File: config.mk
export PLATFORM = sky130hd
export DESIGN_NAME = dictionary_word_segmentation_core
export DESIGN_NICKNAME = d
export VERILOG_FILES = /design/src/sv/dws_pkg.sv /design/src/sv/dws_cell.sv /design/src/sv/dictionary_word_segmentation_core.sv
export SDC_FILE = /design/constraint.sdc
export NUM_CORES = 2
export LEC_CHECK = 0
export ABC_AREA = 1
export ABC_CLOCK_PERIOD_IN_PS = 30400
export BUFFER_PORTS_ARGS = -buffer_cell sky130_fd_sc_hd__buf_4
export CORE_MARGIN = 2
export CORE_UTILIZATION = 60
export CTS_CLUSTER_DIAMETER = 120
export CTS_CLUSTER_SIZE = 24
export DETAILED_ROUTE_END_ITERATION = 12
export GPL_TIMING_DRIVEN = 0
export PLACE_DENSITY = 0.74
export REMOVE_ABC_BUFFERS = 1
export SLEW_MARGIN = 0
export SYNTH_ARGS = -nofsm -noshare
export SYNTH_HDL_FRONTEND = slang
export SYNTH_SLANG_ARGS = --single-unit
export TNS_END_PERCENT = 20
File: constraint.sdc
create_clock -name clk -period 30.4 [get_ports clk]
set_input_delay 7.6 -clock clk [delete_from_list [all_inputs] [get_ports clk]]
set_output_delay 7.6 -clock clk [all_outputs]
set_load 0.005 [all_outputs]
File: src/sv/dws_pkg.sv
`timescale 1ns / 1ps
`default_nettype none

package dws_pkg;

    localparam int MAX_WORDS    = 16;
    localparam int MAX_WORD_LEN = 16;

    // width of a word length or byte count, 0..MAX_WORD_LEN
    localparam int LEN_W = $clog2(MAX_WORD_LEN + 1);
    // width of the stored word count, 0..MAX_WORDS
    localparam int CNT_W = $clog2(MAX_WORDS + 1);
    // width of a cell index, 0..MAX_WORDS-1
    localparam int WIDX_W = (MAX_WORDS > 1) ? $clog2(MAX_WORDS) : 1;
    // width of a position in the byte and breakable windows
    localparam int POS_W = (MAX_WORD_LEN > 1) ? $clog2(MAX_WORD_LEN) : 1;

    typedef enum logic [1:0] {
        MODE_CLEAR  = 2'd0,
        MODE_WORD   = 2'd1,
        MODE_TEXT   = 2'd2,
        MODE_UNUSED = 2'd3
    } mode_t;

    typedef enum logic [1:0] {
        STATUS_OK       = 2'd0,
        STATUS_FULL     = 2'd1,
        STATUS_TOO_LONG = 2'd2
    } status_t;

    typedef logic [MAX_WORD_LEN-1:0][7:0] byte_window_t;

    // broadcast from the control logic to every cell
    typedef struct packed {
        logic             shift_en;   // load one word byte into the cell being filled
        logic             commit;     // close the word in the cell being filled
        logic [LEN_W-1:0] commit_len;
        logic [7:0]       char_code;
        logic [CNT_W-1:0] word_count; // stored words; also index of the cell being filled
        byte_window_t     text_win;   // text bytes including the current one, 0 newest
        logic [MAX_WORD_LEN-1:0] brk_win; // breakable bits before the current byte
    } cell_ctl_t;

endpackage

`default_nettype wire

File: src/sv/dws_cell.sv
`timescale 1ns / 1ps
`default_nettype none

module dws_cell
(
    input  wire logic                      clk,
    input  wire logic [dws_pkg::WIDX_W-1:0] cell_idx,
    input  wire dws_pkg::cell_ctl_t        ctl,
    input  wire logic                      hit_in,
    output logic                           hit_out
);

    localparam int LW  = dws_pkg::LEN_W;
    localparam int CW  = dws_pkg::CNT_W;
    localparam int PW  = dws_pkg::POS_W;
    localparam int WL  = dws_pkg::MAX_WORD_LEN;

    // word bytes, index 0 is the last byte of the word
    dws_pkg::byte_window_t word_reg;
    dws_pkg::byte_window_t word_next;
    logic [LW-1:0]         len_reg;
    logic [LW-1:0]         len_next;

    logic          selected;
    logic          active;
    logic [WL-1:0] eq;
    logic [LW-1:0] len_m1;
    logic          match;

    assign selected = (ctl.word_count == CW'(cell_idx));
    assign active   = (CW'(cell_idx) < ctl.word_count);

    always_comb
    begin
        word_next = word_reg;
        len_next  = len_reg;
        if (selected && ctl.shift_en)
        begin
            for (int k = WL - 1; k > 0; k--)
            begin
                word_next[k] = word_reg[k-1];
            end
            word_next[0] = ctl.char_code;
        end
        if (selected && ctl.commit)
        begin
            len_next = ctl.commit_len;
        end
    end

    always_ff @(posedge clk)
    begin
        word_reg <= word_next;
        len_reg  <= len_next;
    end

    // compare only the positions the word covers
    always_comb
    begin
        for (int k = 0; k < WL; k++)
        begin
            eq[k] = (word_reg[k] == ctl.text_win[k]) || (LW'(k) >= len_reg);
        end
    end

    assign len_m1 = len_reg - LW'(1);
    assign match  = active && (&eq) && ctl.brk_win[len_m1[PW-1:0]];

    // pass the hit down the row
    assign hit_out = hit_in | match;

endmodule

`default_nettype wire

File: src/sv/dictionary_word_segmentation_core.sv
`timescale 1ns / 1ps
`default_nettype none

// Channel | Dir | tdata (low bit up)                     | tuser      | tlast
// s_*     | in  | char_code[7:0]                         | mode[1:0]  | last
// m_*     | out | prefix_breakable[0], status[2:1], pad  | -          | string_done
//
// One character in, one result out, one per cycle while the output is taken; a
// result appears the cycle after its character is accepted; in text mode it is
// set by the row of cells that all compare with the text window that cycle.
// Reset empties the dictionary and restarts the text; no clearing pass.
// A result held by a stalled output blocks input only while it is not taken.

module dictionary_word_segmentation_core
(
    input  wire logic        clk,
    input  wire logic        rst_n,

    input  wire logic        s_tvalid,
    output logic             s_tready,
    input  wire logic [7:0]  s_tdata,   // char_code[7:0]
    input  wire logic [1:0]  s_tuser,   // mode[1:0]
    input  wire logic        s_tlast,   // last

    output logic             m_tvalid,
    input  wire logic        m_tready,
    output logic [7:0]       m_tdata,   // prefix_breakable[0], status[2:1]
    output logic             m_tlast    // string_done
);

    localparam int LW = dws_pkg::LEN_W;
    localparam int CW = dws_pkg::CNT_W;
    localparam int WL = dws_pkg::MAX_WORD_LEN;
    localparam int MW = dws_pkg::MAX_WORDS;

    logic [1:0] mode;
    logic [7:0] char_code;
    logic       last;
    logic       accept;

    logic [CW-1:0]         word_count_reg, word_count_next;
    logic [LW-1:0]         pend_len_reg, pend_len_next;
    logic                  pend_ovf_reg, pend_ovf_next;
    dws_pkg::byte_window_t text_win_reg, text_win_next, text_win_shift;
    logic [WL-1:0]         brk_win_reg, brk_win_next;

    logic          out_valid_reg, out_valid_next;
    logic          out_brk_reg, out_brk_next;
    logic          out_done_reg, out_done_next;
    logic [1:0]    out_status_reg, out_status_next;

    logic          room;
    logic          ovf_now;
    logic [LW-1:0] len_now;
    logic          brk;

    dws_pkg::cell_ctl_t ctl;
    logic [MW:0]        hit;

    assign mode      = s_tuser;
    assign char_code = s_tdata;
    assign last      = s_tlast;

    assign s_tready = !out_valid_reg || m_tready;
    assign accept   = s_tvalid && s_tready;

    assign room    = (pend_len_reg < LW'(WL));
    assign ovf_now = pend_ovf_reg || !room;
    assign len_now = room ? (pend_len_reg + LW'(1)) : pend_len_reg;

    always_comb
    begin
        for (int k = WL - 1; k > 0; k--)
        begin
            text_win_shift[k] = text_win_reg[k-1];
        end
        text_win_shift[0] = char_code;
    end

    always_comb
    begin
        ctl.shift_en   = accept && (mode == dws_pkg::MODE_WORD) && room;
        ctl.commit     = accept && (mode == dws_pkg::MODE_WORD) && last && !ovf_now;
        ctl.commit_len = len_now;
        ctl.char_code  = char_code;
        ctl.word_count = word_count_reg;
        ctl.text_win   = text_win_shift;
        ctl.brk_win    = brk_win_reg;
    end

    assign hit[0] = 1'b0;

    for (genvar i = 0; i < MW; i++)
    begin : g_cell
        dws_cell u_cell
        (
            .clk      (clk),
            .cell_idx (dws_pkg::WIDX_W'(i)),
            .ctl      (ctl),
            .hit_in   (hit[i]),
            .hit_out  (hit[i+1])
        );
    end

    assign brk = hit[MW];

    always_comb
    begin
        word_count_next = word_count_reg;
        pend_len_next   = pend_len_reg;
        pend_ovf_next   = pend_ovf_reg;
        text_win_next   = text_win_reg;
        brk_win_next    = brk_win_reg;
        out_valid_next  = out_valid_reg && !m_tready;
        out_brk_next    = out_brk_reg;
        out_done_next   = out_done_reg;
        out_status_next = out_status_reg;

        if (accept)
        begin
            out_valid_next  = 1'b1;
            out_brk_next    = 1'b0;
            out_done_next   = 1'b0;
            out_status_next = dws_pkg::STATUS_OK;
            case (mode)
                dws_pkg::MODE_CLEAR:
                begin
                    word_count_next = '0;
                    pend_len_next   = '0;
                    pend_ovf_next   = 1'b0;
                    text_win_next   = '0;
                    brk_win_next    = WL'(1);
                end
                dws_pkg::MODE_WORD:
                begin
                    pend_len_next = len_now;
                    pend_ovf_next = ovf_now;
                    if (last)
                    begin
                        if (ovf_now)
                        begin
                            out_status_next = dws_pkg::STATUS_TOO_LONG;
                        end
                        else if (word_count_reg >= CW'(MW))
                        begin
                            out_status_next = dws_pkg::STATUS_FULL;
                        end
                        else
                        begin
                            word_count_next = word_count_reg + CW'(1);
                        end
                        pend_len_next = '0;
                        pend_ovf_next = 1'b0;
                    end
                end
                dws_pkg::MODE_TEXT:
                begin
                    out_brk_next  = brk;
                    out_done_next = last;
                    if (last)
                    begin
                        text_win_next = '0;
                        brk_win_next  = WL'(1);
                    end
                    else
                    begin
                        text_win_next = text_win_shift;
                        brk_win_next  = {brk_win_reg[WL-2:0], brk};
                    end
                end
                default:
                begin
                    // unused mode: answer zero, hold state
                end
            endcase
        end
    end

    always_ff @(posedge clk or negedge rst_n)
    begin
        if (!rst_n)
        begin
            word_count_reg <= '0;
            pend_len_reg   <= '0;
            pend_ovf_reg   <= 1'b0;
            text_win_reg   <= '0;
            brk_win_reg    <= WL'(1);
            out_valid_reg  <= 1'b0;
        end
        else
        begin
            word_count_reg <= word_count_next;
            pend_len_reg   <= pend_len_next;
            pend_ovf_reg   <= pend_ovf_next;
            text_win_reg   <= text_win_next;
            brk_win_reg    <= brk_win_next;
            out_valid_reg  <= out_valid_next;
        end
    end

    always_ff @(posedge clk)
    begin
        out_brk_reg    <= out_brk_next;
        out_done_reg   <= out_done_next;
        out_status_reg <= out_status_next;
    end

    assign m_tvalid = out_valid_reg;
    assign m_tdata  = {5'b0, out_status_reg, out_brk_reg};
    assign m_tlast  = out_done_reg;

endmodule

`default_nettype wire
# After elaboration in Yosys (flattened, before gate mapping)
# Index checks and enable logic that the tools add are counted.
# Widths: inputs -> output; s select.
# op_classes
add_sub_neg	18
n_reduce_logical	357
order_cmp	290
n_bitwise	17
mux	48
n_eq_ne	276
# op_table
operator	count
$eq 8x8->1	256
$ge 4x5->1 const A	128
$ge 3x5->1 const A	64
$logic_or 1x1->1	258
$reduce_and 16->1	16
$pmux 120 s2	1
$ge 1x5->1 const A	32
$ge 2x5->1 const A	32
$mux 120	1
$lt 4x5->1 const B	16
$logic_and 1x1->1	70
$bmux 1 s4	16
$sub 4x1->4 const B	16
$eq 5x4->1 const B	8
$lt 4x5->1 const A	8
$pmux 16 s2	1
$mux 5	5
$eq 5x3->1 const B	4
$lt 3x5->1 const A	4
$pmux 5 s2	2
$mux 1	19
$mux 16	1
$or 1x1->1	15
$add 5x1->5 const B	2
other kinds (19)	31
# totals
output_inout_bits	11
regBits	2280
input_bits	15

# Logic depth before layout (Yosys ltp)
# logic_depth
ltp_word	22
ltp_mapped	21
mapped_depth_nobuf	20

# Hierarchy
# Synthesis repeated with hierarchy kept, for this count alone.
# hier_totals
cells_unflattened	9661
hier_area_um2	108351.4
# modules_own_cells
mod	instances	cells_per_inst	area_each_um2	seq_area_each_um2
dws_cell at g_cell[0].u_cell ...	15	560	6369.9	3993.8
dictionary_word_segmentation_core	1	729	6517.5	3824.9
dws_cell at g_cell[4].u_cell	1	532	6286.0	3993.8

# Least setup slack after synthesis
# Ideal clock, no wire load.
# synth_path
kind	input to register
startpoint	input port s_tuser[0]
endpoint	register g_cell[10].u_cell.word_reg[0] in the netlist's numbering (enable)
path_stages	6
required_ns	29.627
setup_ns	0.773
arrival_ns	16.953
path_slack_ns	12.674
path_cell_list	inv_1 -> nor2_1 -> inv_1 -> nor2_2 -> nand2_1 -> nor3_1
# synth_via
elab_chain_len	4
# synth_rtl
item	line	source
from (decl)	dictionary_word_segmentation_core.sv:22	input wire logic [1:0] s_tuser,
$eq 2x1->1	dictionary_word_segmentation_core.sv:82	ctl.shift_en = accept && (mode == dws_pkg::MODE_WORD) && room;
$logic_and 1x1->1 (2 in series)	dictionary_word_segmentation_core.sv:82	
$logic_and 1x1->1	dws_cell.sv:37	if (selected && ctl.shift_en)
to (signal assigned)	dws_cell.sv:53	word_reg <= word_next;
to (decl)	dws_cell.sv:19	dws_pkg::byte_window_t word_reg;
# Every way passes these cells.
# A chain may end at the register's enable or synchronous reset.

# Worst setup path after layout
# layout_path
startpoint	input port m_tready
endpoint	output port s_tready
# layout_via
elab_chain_len	1
# layout_rtl
item	line	source
from (decl)	dictionary_word_segmentation_core.sv:26	input wire logic m_tready,
$logic_or 1x1->1	dictionary_word_segmentation_core.sv:64	assign s_tready = !out_valid_reg || m_tready;
to (decl)	dictionary_word_segmentation_core.sv:20	output logic s_tready,
# Every way passes these cells.

==> flow_summary.json <==
{
  "clkTransAtPathRegs_ns": 0.09,
  "status": "complete, but fails checks",
  "fp.dieW_um": 424.3,
  "drt-pass1-iter-count": 8,
  "cts_buffers": 106,
  "critical_path.startpoint": "m_tready",
  "vias": 62900,
  "fmax_ghz": 0.06420,
  "design.core.area_sq_mm": 0.1759,
  "cts_sinks": 2280,
  "ctsResizeCount": 0,
  "cts_tree": "done",
  "p_per_area_mw_per_mm2": 46.88,
  "drive_above_1_share": 0.04242,
  "n_fill_cell": 13300,
  "dp_hpwl_um": 261300,
  "drt_iter0_markers": 7627,
  "synth.distinct_cells": 51,
  "placed_cell_area_sq_mm": 0.1079,
  "drc": 0,
  "worstPathRequired_ns": 22.80,
  "ir_drop_v": 0.00005783,
  "syn_avg_cell_area_sq_um": 12.06,
  "netlist_area_sq_mm": 0.1060,
  "ant_nets": 0,
  "routed_via_density": 5.658,
  "grt_start_max_net_pins": 79,
  "final_common_cell": "edfxtp_1",
  "crit_fanout": 3,
  "finalNetCount": 8746,
  "worstPathArrival_ns": 7.98,
  "yosysWarnings": 0,
  "antenna_found_initial": 21,
  "hold_path.class": "reg -> reg",
  "fin_crit_ns": 15.58,
  "yosysSeqAreaShare": 0.6389,
  "post-route-cell-area_sq_mm": 0.1110,
  "die_y_um": 424.3,
  "final-hold-violation-count": 0,
  "r2r-start": "ctl[31]$_DFFE_PN0P_",
  "place_inst": 10910,
  "wl_per_cell_um": 29.67,
  "syn2layout_area_growth_pct": 4.763,
  "async_flop_share": 0.06491,
  "postCtsSetupBuffers": 0,
  "finalSetupViolations": 0,
  "grt-ovfl-total": 0,
  "place_congestion": 1.003,
  "leakagePower_nw": 36.35,
  "violations": "max-capacitance violations, max-slew violations",
  "hold_buffers": 0,
  "holdCritStartpoint": "g_cell[14].u_cell.word_reg[116]$_DFFE_PP_",
  "ctsRootBufferMaster": "clkbuf_16",
  "io_buffers": 20,
  "slew_headroom": -0.1577,
  "final_cell_mix": "edfxtp_1 (2132), nand2_1 (1994), xnor2_1 (1830)",
  "start_util": 0.6025,
  "largest_reg_flops": 2048,
  "grt_pass1_vias": 59890,
  "min_period_over_period": 0.5124,
  "num_rows": 154,
  "layout.cells.non_filler": 11120,
  "grt_usage": 0.3693,
  "clock_latency_ns": 0.80,
  "skew_ns": 0.03378,
  "drv_cap": 4,
  "drv_slew": 52,
  "synth_ff_type": "edfxtp_1",
  "synth_edf_count": 2132,
  "finalPower_mw": 5.206,
  "dieArea_sq_mm": 0.1800,
  "cts_max_path_buffers": 3,
  "critPathLaunchType": "input pin",
  "tightest_slew_ns": 1.736,
  "rsz0062_at_grt": "no",
  "htree_levels": 3,
  "ios": 26,
  "synthCells": 8788,
  "wl_um": 329800,
  "grt_pass1_wl_um": 459500,
  "yosys_register_bits": 2280,
  "cp-end-kind": "output port",
  "crit_type": "in -> out"
}
==> synth_stat cells (all sizes together) (4+ instances only) <==
master	instances	area, sq um
clkinv	5	20.01
o211ai	6	45.04
o31ai	7	52.55
buf	332	3168
or2	36	225.2
o21bai	8	60.06
o22ai	138	863.3
o2111ai	4	35.03
edfxtp	2132	64020
xnor2	1831	16040
a31oi	15	93.84
a21oi	146	734.5
nand2	2001	7523
dfrtp	147	3679
inv	480	1802
nand3b	8	60.06
clkbuf	34	128.9
nor3	40	205.2
ha	52	650.6
nand3	223	1121
nand4	88	550.5
nor2	729	2816
xor2	113	989.7
o21ai	202	1015
==> kinds of logic (layout without fill, tap and decap cells) <==
logic type | Yosys count | after routing | share of synthesized area
AO/OA/AOI/OAI | 533 | 533 | 0.02792
other | 1 | 14 | 0.00003538
XOR/XNOR | 1944 | 1944 | 0.1606
buffers and inverters | 851 | 828 | 0.04829
adder cells (fa/ha/maj) | 52 | 52 | 0.006138
AND/OR/NAND/NOR | 3127 | 3127 | 0.1181
flip-flops | 2280 | 2280 | 0.6389
==> path summary, 6_finish.rpt <==
path | slack, ns | cells after the start | to
max | 14.82 | 4 | s_tready
min | 0.46 | 0 | g_cell[14].u_cell.word_reg[124]$_DFFE_PP_
max reg2reg | 25.93 | 14 | out_brk_reg$_SDFFCE_PN0P_
min reg2reg | 0.46 | 0 | g_cell[14].u_cell.word_reg[124]$_DFFE_PP_
max in group asynchronous | 22.47 | 2 | ctl[31]$_DFFE_PN0P_
min in group asynchronous | 6.75 | 1 | brk_win_reg[14]$_DFFE_PN0P_
==> power breakdown <==
| group | switching [mW] | internal (mW) | leakage [nW] |
|---|---|---|---|
| registers | 0.0238 | 3.40 | 21.2 |
| clock network | 0.975 | 0.681 | 1.48 |
| logic | 0.0846 | 0.0399 | 13.6 |
| total | 1.08 | 4.12 | 36.4 |
==> metrics by stage <==
step                utilization  worst slack, ns  hold slack (ns)  setup TNS, ns
global placement         0.6014           -1.870           0.4476        -116.32
CTS                      0.6310            14.83           0.4518              0
finish                   0.6312            14.82           0.4640              0
global route             0.6311            14.79           0.4782              0
detailed placement       0.6133            14.83           0.4548              0
floorplan                     -            12.51           0.4415              0
==> routing by layer <==
| layer | part of all wire | global-route usage | wire length [um] | up-vias |
|---|---|---|---|---|
| met5 | 0.00020 | 0 | 67 | - |
| met1 | 0.40 | 0.5005 | 131500 | 30630 |
| met2 | 0.43 | 0.5360 | 141200 | 2794 |
| li1 | - | - | - | 28900 |
| met4 | 0.099 | 0.2934 | 32510 | 10 |
| met3 | 0.074 | 0.05701 | 24560 | 570 |
==> final cells by class <==
| cell class | instances | area (sq um) | area share |
|---|---|---|---|
| flip-flops and latches | 2280 | 67730 | 0.6099 |
| multi-input cells | 5661 | 33320 | 0.3001 |
| clock buffers | 187 | 2957 | 0.02662 |
| well taps | 2340 | 2928 | 0.02637 |
| repair buffers | 145 | 2108 | 0.01899 |
| inverters | 485 | 1822 | 0.01640 |
| clock inverters | 11 | 157.7 | 0.001420 |
| diodes | 9 | 22.52 | 0.0002028 |
==> critical path, stage by stage <==
cell and delay [ns]:
buf_4 0.11, inv_1 0.04, nand2_1 0.07, buf_4 0.15
Power figures use the tool's default switching activity.
